<file path="config.mk">
export PLATFORM = sky130hd
export DESIGN_NAME = radix_to_ascii_digits_top
export DESIGN_NICKNAME = d
export VERILOG_FILES = /design/src/rtl/core/r2a_pkg.sv /design/src/rtl/core/r2a_cell.sv /design/src/rtl/core/radix_to_ascii_digits_top.sv
export VERILOG_INCLUDE_DIRS = /design/src /design/src/rtl/core
export SDC_FILE = /design/constraint.sdc
export NUM_CORES = 2
export LEC_CHECK = 0
export BUFFER_PORTS_ARGS = -buffer_cell sky130_fd_sc_hd__buf_2
export CAP_MARGIN = 25
export CORE_UTILIZATION = 64
export DETAILED_ROUTE_END_ITERATION = 12
export PLACE_DENSITY = 0.82
export SLEW_MARGIN = 20
export SYNTH_ARGS = -nofsm -noshare
export SYNTH_HDL_FRONTEND = slang
export SYNTH_SLANG_ARGS = --single-unit
export TNS_END_PERCENT = 50
</file>
<file path="constraint.sdc">
create_clock -name clk -period 11.6 [get_ports clk]
set_input_delay 2.32 -clock clk [delete_from_list [all_inputs] [get_ports clk]]
set_output_delay 2.32 -clock clk [all_outputs]
set_load 0.02 [all_outputs]
</file>
<file path="src/rtl/core/radix_to_ascii_digits_top_assert.svh">
// Assertion macros for the radix-to-ASCII converter.
// Used by radix_to_ascii_digits_top; expects clk and arst_n in scope.
`ifndef RADIX_TO_ASCII_DIGITS_TOP_ASSERT_SVH
`define RADIX_TO_ASCII_DIGITS_TOP_ASSERT_SVH

// same-cycle implication
`define R2A_ASSERT_IMP(lbl, ante, cons) \
	lbl: assert property (@(posedge clk) disable iff (!arst_n) (ante) |-> (cons)) \
		else $error("r2a check failed");

// next-cycle implication
`define R2A_ASSERT_NXT(lbl, ante, cons) \
	lbl: assert property (@(posedge clk) disable iff (!arst_n) (ante) |=> (cons)) \
		else $error("r2a check failed");

`endif

</file>
<file path="src/rtl/core/r2a_pkg.sv">
// Shared types, constants and the digit character lookup for the
// radix-to-ASCII converter. No dependencies.
package r2a_pkg;

	localparam int DEF_MAX_DIGITS  = 64;
	localparam int DEF_VALUE_WIDTH = 64;
	localparam int RADIX_W         = 5;
	localparam int DIGIT_W         = 4;
	localparam int CHAR_W          = 8;
	localparam int CFG_IDX_W       = 2;
	localparam int CFG_DATA_W      = 64;

	localparam logic [CFG_IDX_W-1:0] REG_RADIX      = 2'd0;
	localparam logic [CFG_IDX_W-1:0] REG_CHARS_LOW  = 2'd1;
	localparam logic [CFG_IDX_W-1:0] REG_CHARS_HIGH = 2'd2;

	localparam logic [RADIX_W-1:0]    RADIX_RST      = 5'd10;
	localparam logic [RADIX_W-1:0]    RADIX_MIN      = 5'd2;
	localparam logic [RADIX_W-1:0]    RADIX_MAX      = 5'd16;
	localparam logic [CFG_DATA_W-1:0] CHARS_LOW_RST  = 64'h3736_3534_3332_3130;
	localparam logic [CFG_DATA_W-1:0] CHARS_HIGH_RST = 64'h6665_6463_6261_3938;

	typedef struct packed {
		logic clear;
		logic shift;
	} cell_ctl_t;

	function automatic logic [CHAR_W-1:0] char_lookup(
		input logic [DIGIT_W-1:0]    d,
		input logic [CFG_DATA_W-1:0] lo,
		input logic [CFG_DATA_W-1:0] hi
	);
		logic [5:0] sh;
		sh = {d[2:0], 3'b000};
		return d[3] ? hi[sh +: CHAR_W] : lo[sh +: CHAR_W];
	endfunction

endpackage

</file>
<file path="src/rtl/core/r2a_cell.sv">
// One digit cell of the conversion row: doubles its digit, adds the carry
// from its lower neighbor, reduces by the radix. Depends on r2a_pkg.
module r2a_cell import r2a_pkg::*; (
	input  logic               clk,
	input  logic               arst_n,
	input  cell_ctl_t          ctl,
	input  logic [RADIX_W-1:0] radix,
	input  logic [DIGIT_W-1:0] digit_in,
	input  logic               carry_in,
	input  logic               vld_in,
	output logic [DIGIT_W-1:0] digit,
	output logic               carry,
	output logic               vld
);

	logic [DIGIT_W-1:0] digit_q;
	logic               carry_q;
	logic               vld_q;
	logic [RADIX_W-1:0] sum;
	logic [RADIX_W-1:0] red;
	logic               ge;

	assign sum = {digit_q, carry_in};
	assign ge  = (sum >= radix);
	assign red = ge ? (sum - radix) : sum;

	always_ff @(posedge clk or negedge arst_n) begin
		if (!arst_n) begin
			digit_q <= '0;
			carry_q <= 1'b0;
			vld_q   <= 1'b0;
		end else if (ctl.clear) begin
			digit_q <= '0;
			carry_q <= 1'b0;
			vld_q   <= 1'b0;
		end else if (ctl.shift) begin
			digit_q <= digit_in;
			carry_q <= 1'b0;
			vld_q   <= 1'b0;
		end else begin
			vld_q   <= vld_in;
			carry_q <= vld_in & ge;
			if (vld_in) begin
				digit_q <= red[DIGIT_W-1:0];
			end
		end
	end

	assign digit = digit_q;
	assign carry = carry_q;
	assign vld   = vld_q;

endmodule

</file>
<file path="src/rtl/core/radix_to_ascii_digits_top.sv">
// Top level of the radix-to-ASCII converter: config registers, control,
// the row of r2a_cell digit cells and the output register. Uses r2a_pkg.
// Each value is shifted MSB first into a row of MAX_DIGITS digit cells;
// carries move one cell per cycle. The row then drains through its top
// cell one digit per cycle while the output is not stalled (leading zeros
// skipped). A new value is taken once the final digit sits in the output
// register. Radix 0..1 acts as 2, 17..31 as 16; out-of-range register
// indexes are ignored.
`include "radix_to_ascii_digits_top_assert.svh"
module radix_to_ascii_digits_top import r2a_pkg::*; #(
	parameter int MAX_DIGITS  = DEF_MAX_DIGITS,
	parameter int VALUE_WIDTH = DEF_VALUE_WIDTH
) (
	input  logic                   clk,
	input  logic                   arst_n,
	input  logic                   in_valid,
	output logic                   in_stall,
	input  logic [VALUE_WIDTH-1:0] value,
	output logic                   out_valid,
	input  logic                   out_stall,
	output logic [CHAR_W-1:0]      digit_char,
	output logic                   last,
	input  logic                   cfg_valid,
	output logic                   cfg_ready,
	input  logic [CFG_IDX_W-1:0]   cfg_index,
	input  logic [CFG_DATA_W-1:0]  cfg_data
);

	localparam int CONV_END = VALUE_WIDTH + MAX_DIGITS - 2;
	localparam int CNT_W    = $clog2(VALUE_WIDTH + MAX_DIGITS);
	localparam int REM_W    = $clog2(MAX_DIGITS + 1);

	typedef enum logic [1:0] {ST_IDLE, ST_CONV, ST_SCAN, ST_EMIT} state_t;

	state_t                  state_q;
	logic [CNT_W-1:0]        cnt_q;
	logic [REM_W-1:0]        rem_q;
	logic [VALUE_WIDTH-1:0]  val_q;
	logic                    out_valid_q;
	logic [CHAR_W-1:0]       char_q;
	logic                    last_q;

	logic [RADIX_W-1:0]      radix_q;
	logic [CFG_DATA_W-1:0]   chars_lo_q;
	logic [CFG_DATA_W-1:0]   chars_hi_q;
	logic [RADIX_W-1:0]      radix_eff;

	logic                    accept;
	logic                    feed;
	logic                    top_zero;
	logic                    rem_one;
	logic                    load_out;
	cell_ctl_t               ctl;

	logic [DIGIT_W-1:0]      cell_digit [MAX_DIGITS];
	logic                    cell_carry [MAX_DIGITS];
	logic                    cell_vld   [MAX_DIGITS];

	// config registers
	assign cfg_ready = 1'b1;

	always_ff @(posedge clk or negedge arst_n) begin
		if (!arst_n) begin
			radix_q    <= RADIX_RST;
			chars_lo_q <= CHARS_LOW_RST;
			chars_hi_q <= CHARS_HIGH_RST;
		end else if (cfg_valid && cfg_ready) begin
			unique case (cfg_index)
				REG_RADIX:      radix_q    <= cfg_data[RADIX_W-1:0];
				REG_CHARS_LOW:  chars_lo_q <= cfg_data;
				REG_CHARS_HIGH: chars_hi_q <= cfg_data;
				default: ;
			endcase
		end
	end

	always_comb begin
		priority if (radix_q < RADIX_MIN) begin
			radix_eff = RADIX_MIN;
		end else if (radix_q > RADIX_MAX) begin
			radix_eff = RADIX_MAX;
		end else begin
			radix_eff = radix_q;
		end
	end

	// control
	assign in_stall = (state_q != ST_IDLE);
	assign accept   = in_valid && !in_stall;
	assign feed     = (state_q == ST_CONV) && (cnt_q < CNT_W'(VALUE_WIDTH));
	assign top_zero = (cell_digit[MAX_DIGITS-1] == '0);
	assign rem_one  = (rem_q == REM_W'(1));
	assign load_out = (state_q == ST_EMIT) && (!out_valid_q || !out_stall);

	always_comb begin
		ctl.clear = accept;
		ctl.shift = load_out || ((state_q == ST_SCAN) && top_zero && !rem_one);
	end

	always_ff @(posedge clk or negedge arst_n) begin
		if (!arst_n) begin
			state_q     <= ST_IDLE;
			cnt_q       <= '0;
			rem_q       <= '0;
			val_q       <= '0;
			out_valid_q <= 1'b0;
			char_q      <= '0;
			last_q      <= 1'b0;
		end else begin
			if (load_out) begin
				out_valid_q <= 1'b1;
			end else if (!out_stall) begin
				out_valid_q <= 1'b0;
			end
			unique case (state_q)
				ST_IDLE: begin
					if (accept) begin
						val_q   <= value;
						cnt_q   <= '0;
						state_q <= ST_CONV;
					end
				end
				ST_CONV: begin
					if (feed) begin
						val_q <= val_q << 1;
					end
					cnt_q <= cnt_q + CNT_W'(1);
					if (cnt_q == CNT_W'(CONV_END)) begin
						rem_q   <= REM_W'(MAX_DIGITS);
						state_q <= ST_SCAN;
					end
				end
				ST_SCAN: begin
					if (!top_zero || rem_one) begin
						state_q <= ST_EMIT;
					end else begin
						rem_q <= rem_q - REM_W'(1);
					end
				end
				ST_EMIT: begin
					if (load_out) begin
						char_q      <= char_lookup(cell_digit[MAX_DIGITS-1],
							chars_lo_q, chars_hi_q);
						last_q      <= rem_one;
						rem_q       <= rem_q - REM_W'(1);
						if (rem_one) begin
							state_q <= ST_IDLE;
						end
					end
				end
				default: state_q <= ST_IDLE;
			endcase
		end
	end

	// cell row, cell 0 holds the least significant digit
	for (genvar k = 0; k < MAX_DIGITS; k++) begin : g_cell
		if (k == 0) begin : g_first
			r2a_cell u_cell (
				.clk      (clk),
				.arst_n   (arst_n),
				.ctl      (ctl),
				.radix    (radix_eff),
				.digit_in ('0),
				.carry_in (val_q[VALUE_WIDTH-1]),
				.vld_in   (feed),
				.digit    (cell_digit[k]),
				.carry    (cell_carry[k]),
				.vld      (cell_vld[k])
			);
		end else begin : g_next
			r2a_cell u_cell (
				.clk      (clk),
				.arst_n   (arst_n),
				.ctl      (ctl),
				.radix    (radix_eff),
				.digit_in (cell_digit[k-1]),
				.carry_in (cell_carry[k-1]),
				.vld_in   (cell_vld[k-1]),
				.digit    (cell_digit[k]),
				.carry    (cell_carry[k]),
				.vld      (cell_vld[k])
			);
		end
	end

	assign out_valid  = out_valid_q;
	assign digit_char = char_q;
	assign last       = last_q;

	`R2A_ASSERT_NXT(a_accept_starts_conv, accept, state_q == ST_CONV)
	`R2A_ASSERT_IMP(a_no_shift_in_conv, state_q == ST_CONV, !ctl.shift)
	`R2A_ASSERT_IMP(a_rem_nonzero, state_q == ST_SCAN || state_q == ST_EMIT, rem_q != '0)
	`R2A_ASSERT_NXT(a_last_ends_item, load_out && rem_one, state_q == ST_IDLE && last_q)
	`R2A_ASSERT_NXT(a_out_hold, out_valid_q && out_stall, out_valid_q && $stable(char_q))

endmodule
</file>
# ---- Yosys cells after proc, flatten, opt, wreduce, memory -nomap -nowiden
# Index checks and enable logic that the tools add are counted.
dict set report totals {
  regBits 605
  latch_bits 0
  ram_bits 0
  romBits 0
  inputBits 135
  output_inout_bits 12
  wordCells 1032
  memories 0
}
dict set report classes {
  add_sub_neg 66
  mul 0
  div_mod_pow 0
  magnitude_cmp 67
  eq_ne 15
  shifts 2
  muxes 528
  bitwise 63
  reduce_logical 91
}
# operator count
set op_table {}
lappend op_table {{2-to-1 mux 4 bit} 256}
lappend op_table {{greater-or-equal comparator 5 bit} 64}
lappend op_table {{subtractor 4 bit} 64}
lappend op_table {{2-to-1 mux 1 bit} 254}
lappend op_table {{nonzero test 3 bit} 65}
lappend op_table {{2-to-1 mux 64 bit} 2}
lappend op_table {{case mux 64 bit (2 select lines)} 1}
lappend op_table {{indexed part select 64 x 7 -> 8 bit} 2}
lappend op_table {{bitwise AND 1 bit} 63}
lappend op_table {{2-to-1 mux 7 bit} 4}
lappend op_table {{case mux 7 bit (3 select lines)} 1}
lappend op_table {{case mux 7 bit (2 select lines)} 1}
lappend op_table {{2-to-1 mux 2 bit} 5}
lappend op_table {{2-to-1 mux 5 bit} 2}
lappend op_table {{AND reduction 2 bit} 5}
lappend op_table {{2-to-1 mux 8 bit} 1}
lappend op_table {{!= test 2 x 1 -> 1 bit, second input constant} 4}
lappend op_table {{!= test 2 bit, second input constant} 4}
lappend op_table {{case mux 2 bit (4 select lines)} 1}
lappend op_table {{adder 7 x 1 -> 7 bit, second input constant} 1}
lappend op_table {{== test 7 x 1 -> 1 bit, second input constant} 1}
lappend op_table {{== test 7 bit, second input constant} 1}
lappend op_table {{< comparator 7 bit, second input constant} 1}
lappend op_table {{subtractor 7 x 1 -> 7 bit, second input constant} 1}
lappend op_table {{other kinds (13)} 28}

# ---- Depth between registers and ports, before layout
dict set report logic_depth {
  depth_word 8
  mapped_depth 11
  ltp_nobuf 11
}

# ---- Cells and area by module
# Synthesis repeated with hierarchy kept, for this count alone.
dict set report hier_totals {
  cells_unflattened 4859
  area_unflattened_um2 46859.9
}
# mod instances cells_per_inst area_each_um2
set by_module_without_submodules {}
lappend by_module_without_submodules {r2a_cell 64 63 569.3}
lappend by_module_without_submodules {radix_to_ascii_digits_top 1 827 10425.0}

# ---- Worst setup path before layout
# OpenSTA, ideal clock, no wires.
dict set report synth_path {
  kind {reg-to-reg}
  startpoint {reg radix_q[1]}
  endpoint {reg g_cell[13].g_next.u_cell.digit_q[3]}
  setup_time_ns 0.101
  t_arrival_ns 10.336
  setup_slack_ns 1.163
  path_stages_with_launch 11
  path_buffers 0
  period_less_slack_ns 10.437
  path_cell_list {dfstp_2 > nor2_1 > nor2_1 > inv_1 > ha_1 > or3b_2 > a21oi_1 > o21ai_1 > o21ai_0 > nor4_1 > nor4_1}
}
dict set report synth_between {
  elab_chain_len 8
}
# element line
set synth_lines {}
lappend synth_lines {{from (decl)} radix_to_ascii_digits_top.sv:43} ;# logic [RADIX_W-1:0] radix_q;
lappend synth_lines {{from (signal assigned)} radix_to_ascii_digits_top.sv:69} ;# REG_RADIX: radix_q <= cfg_data[RADIX_W-1:0];
lappend synth_lines {{greater-than comparator 5 bit} radix_to_ascii_digits_top.sv:80} ;# end else if (radix_q > RADIX_MAX) begin
lappend synth_lines {{2-to-1 mux 5 bit} radix_to_ascii_digits_top.sv:80}
lappend synth_lines {{2-to-1 mux 5 bit (*)} radix_to_ascii_digits_top.sv:78} ;# priority if (radix_q < RADIX_MIN) begin
lappend synth_lines {{subtractor 4 bit / greater-or-equal comparator 5 bit (equally long branches)} {r2a_cell.sv:25, r2a_cell.sv:24}}
lappend synth_lines {{2-to-1 mux 4 bit (*)} r2a_cell.sv:25} ;# assign red = ge ? (sum - radix) : sum;
lappend synth_lines {{2-to-1 mux 4 bit (*)} r2a_cell.sv:43} ;# if (vld_in) begin
lappend synth_lines {{2-to-1 mux 4 bit (*)} r2a_cell.sv:36} ;# end else if (ctl.shift) begin
lappend synth_lines {{2-to-1 mux 4 bit (*)} r2a_cell.sv:32} ;# end else if (ctl.clear) begin
lappend synth_lines {{to (signal assigned)} r2a_cell.sv:37} ;# digit_q <= digit_in;
lappend synth_lines {{to (signal assigned)} r2a_cell.sv:44} ;# digit_q <= red[DIGIT_W-1:0];
lappend synth_lines {{to (decl)} r2a_cell.sv:16} ;# logic [DIGIT_W-1:0] digit_q;
# Every way passes the cells marked *; elsewhere a longest branch is shown, timed or not. The select of a mux whose other input is x is not followed.
# A chain may end at the register's enable or synchronous reset.

# ---- Final worst setup path
dict set report layout_path {
  startpoint {in in_valid}
  endpoint {reg g_cell[30].g_next.u_cell.digit_q[2]}
}
dict set report layout_between {
  elab_chain_len 2
}
# element line
set layout_lines {}
lappend layout_lines {{from (decl)} radix_to_ascii_digits_top.sv:16} ;# input logic in_valid,
lappend layout_lines {{logical AND 1 bit (*)} radix_to_ascii_digits_top.sv:89} ;# assign accept = in_valid && !in_stall;
lappend layout_lines {{nonzero test 3 bit (no line) / 2-to-1 mux 4 bit (equally long branches)} -}
lappend layout_lines {{to (signal assigned)} r2a_cell.sv:37}
lappend layout_lines {{to (signal assigned)} r2a_cell.sv:44}
lappend layout_lines {{to (decl)} r2a_cell.sv:16}
# Every way passes the cells marked *; elsewhere a longest branch is shown, timed or not.

==> impl_metrics.toml <==
[power]
swShare_pct = 40.13
p_seq_share_pct = 27.9
pwr-share-comb_pct = 54.0
power.switching_mw = 4.953
power.clock.fraction_pct = 18.1
p_leak_nw = 20.17
ir_drop_mv = 0.1833
p_int_mw = 7.389
power_density_nw_per_um2 = 278.6

[floorplan]
dieArea_um2 = 64600
fp.coreArea_um2 = 62970
io-pin-count = 147
start_util_pct = 64.63
row_count = 92
fp.dieW_um = 254.2
die_h_um = 254.2

[drt]
highest_layer = "met5"
drc = 0
dr.pass1.iters = 5
vias = 31840
finalWirelength_mm = 95.75
vias_per_cell = 6.250
route.detailed.wl_per_inst_um = 18.80
dr.first_iter.drc_count = 2137
wl_met2_mm = 47.04
ant_nets = 0
m1WireLength_mm = 41.45
routed-wl-met3_mm = 4.844

[timing]
drv_slew = 0
finalClockSkew_ns = 0.03041
setup_viol = 0
rsz0062_at_grt = "no"
tns_ns = 0
period_share_pct = 41.09
finalHoldViolCount = 0
fmax_ghz = 0.2098
tightestPinTransition_ns = 1.166
slew-limit-headroom_pct = 22.24
fin_crit_ns = 4.766

[clocking]
cts_resized = 0
clk_latency_ns = 0.63
cts_sinks = 605
clock-root-buffer = "clkbuf_16"
clk_pin_slew_ns = 0.06
cts_tree = "built"
cts_buffers = 69
h-tree-depth = 3
postCtsSetupBuffers = 0
cts_buffer_depth = 3
hold_buffers = 0

[worst_setup_path]
endpoint_kind = "register"
rr_endpoint = "g_cell[24].g_next.u_cell.digit[2]"
critPathLaunch = "in_valid"
reg2reg_from = "radix_q[4]"
critical_path.startpoint_type = "input port"
cp_max_fo = 82
criticalPathCategory = "in -> reg"
endpoint = "g_cell[30].g_next.u_cell.digit[2]"
arrival_ns = 5.31
r2r_cells = 11
rrSetupSlack_ns = 7.56
critPathRequiredTime_ns = 12.14

[yosys]
yosys_warnings = 0
synthArstFlopShare_pct = 100.0
synthTopCellsByArea = "dfrtp_1 34%, ha_1 10%, o21ai_0 5.6%"
yosys.area.top_type = "dfrtp_1"
synthCells = 4140
syn_avg_cell_area_um2 = 9.829
synth_edf_count = 0
ys_seq_elements = 605
synth_top_area_share_pct = 33.64
syn_area_um2 = 40690
yosysUniqueCellTypes = 70
synth_nets = 4668
seq_area_frac_synth_pct = 37.38
ys.flop_type = "dfrtp_1"

[grt]
overflow = 0
globalRouteTotalUtil_pct = 30.27
grt_pass1_vias = 32280
antenna_found_initial = 7
grt_pass1_wl_mm = 160.0
grt_max_degree = 195

[placed_design]
placed_area_um2 = 41970
gp_congestion = 0.8260
dp_hpwl_mm = 58.83
io_buffers = 145

[finish]
drive_gt1_share_pct = 14.70
synthToLayoutAreaGrowth_pct = 8.870
n_fill_cell = 4668
multi_input_area_um2 = 23900
utilization_pct = 70.36
final_area_um2 = 44300
seqCellArea_um2 = 15210
fin_nets = 4719

[run_status]
status = "completed"

[run]
drv_cap = 0

[min_path]
worstHoldPathType = "reg -> reg"
==> per-layer routing <==
| layer | up-vias | GRT usage (%) |
|---|---|---|
| met2 | 766 | 51.36 |
| li1 | 15230 | - |
| met1 | 15630 | 39.60 |
| met3 | 197 | 5.001 |
| met4 | 10 | 9.759 |
| met5 | - | 0 |
==> cell type report <==
type | instances | area share (%)
diodes | 2 | 0.01130
clock buffers | 101 | 4.530
clock inverters | 25 | 0.6947
inverters | 214 | 1.819
multi-input cells | 3125 | 53.94
flip-flops and latches | 605 | 34.34
well taps | 846 | 2.389
repair buffers | 176 | 2.279
==> kinds of logic (layout without fill, tap and decap cells) <==
kind of cell / after synthesis / after routing / share of synthesized area (%)
flip-flops: 605 / 605 / 37.38
adder cells (fa/ha/maj): 393 / 393 / 13.26
AND/OR/NAND/NOR: 919 / 919 / 12.09
other: 1 / 3 / 0.009215
multiplexers: 410 / 410 / 11.65
buffers and inverters: 410 / 516 / 4.105
XOR/XNOR: 107 / 107 / 2.303
AO/OA/AOI/OAI: 1295 / 1295 / 19.20
==> power by group through the flow <==
stage	Sequential, mW	Combinational (mW)	Clock (mW)
2_1_floorplan	3.23	5.42	0
3_3_place_gp	3.44	6.31	0
3_5_place_dp	3.45	6.60	0
4_1_cts	3.43	6.66	2.27
5_1_grt	3.52	7.53	2.34
6_report	3.44	6.67	2.23
==> flip-flops by register name (all words and copies together) (netlist names) <==
signal,count
g_cell.g_first.u_cell.vld,1
chars_hi_q,64
last,1
digit_char,8
rem_q,7
g_cell.g_first.u_cell.digit,4
state_q,2
g_cell.g_next.u_cell.digit,252
g_cell.g_next.u_cell.carry,62
chars_lo_q,64
val_q,64
cnt_q,7
g_cell.g_first.u_cell.carry,1
out_valid,1
radix_q,5
g_cell.g_next.u_cell.vld,62
==> cells in the final DEF, fill, tap and decap left out, types with 16 or more instances in the layout <==
cell type / Yosys / routed
buf_4: 7 / 26
dfstp_2: 58 / 58
a31oi_1: 152 / 152
inv_1: 214 / 212
fa_1: 64 / 64
xor2_1: 24 / 24
dfrtp_1: 547 / 545
clkbuf_8: 0 / 16
clkbuf_16: 0 / 69
and3_1: 63 / 63
mux2_2: 176 / 176
and2_1: 51 / 50
clkbuf_1: 122 / 16
nor2b_1: 49 / 49
nor2_1: 143 / 141
a211oi_1: 20 / 20
a21oi_1: 309 / 308
ha_1: 329 / 328
o21a_1: 30 / 30
o21ai_1: 23 / 23
xnor2_1: 83 / 83
mux4_2: 28 / 28
nor3_1: 22 / 22
nand2b_1: 125 / 125
nor3b_1: 111 / 111
o21ai_0: 454 / 454
a31o_2: 28 / 28
nand2_1: 249 / 244
a21o_1: 101 / 101
o311ai_0: 58 / 58
mux2i_1: 202 / 202
nand3_1: 51 / 51
o211ai_1: 41 / 41
buf_2: 40 / 144
==> Yosys cell counts, types with 23 or more instances <==
master    count
nand2b_1    125
a31oi_1     152
and3_1       63
o21ai_0     454
nand3_1      51
mux4_2       28
nand2_1     249
buf_2        40
xor2_1       24
and2_1       51
mux2_2      176
a31o_2       28
nor2b_1      49
clkbuf_1    122
o21ai_1      23
inv_1       214
o211ai_1     41
o21a_1       30
xnor2_1      83
ha_1        329
dfrtp_1     547
nor3b_1     111
a21oi_1     309
dfstp_2      58
a21o_1      101
mux2i_1     202
fa_1         64
nor2_1      143
o311ai_0     58
==> critical path: stages <==
cell and delay [ns]:
buf_2 0.16, and2_2 0.18, buf_4 0.33, a211oi_4 0.28, buf_4 0.70, buf_4 0.74, o21ai_0 0.20, a21oi_1 0.21
a21o_1 0.12
==> how the worst min path moves through the flow <==
stage / start / end / cells past startpoint
finish: digit_char[6] / digit_char[6] / 2
global route: chars_hi_q[31] / chars_hi_q[31] / 1
CTS: digit_char[6] / digit_char[6] / 2
detailed placement: digit_char[6] / digit_char[6] / 2
global placement: last / last / 2
floorplan: rem_q[5] / rem_q[5] / 1
==> stage by stage <==
step | hold slack, ns | instances | total power [mW] | setup slack (ns)
after floorplan | 0.4679 | 4140 | 8.649 | 1.163
after detailed placement | 0.4799 | 4965 | 10.05 | 6.270
after global routing | 0.5125 | 5092 | 13.40 | 6.712
final | 0.4905 | 5094 | 12.34 | 6.834
after CTS | 0.4935 | 5091 | 12.35 | 6.907
after global placement | 0.4580 | 4965 | 9.756 | 6.390
(Power assumes the default switching activity.)
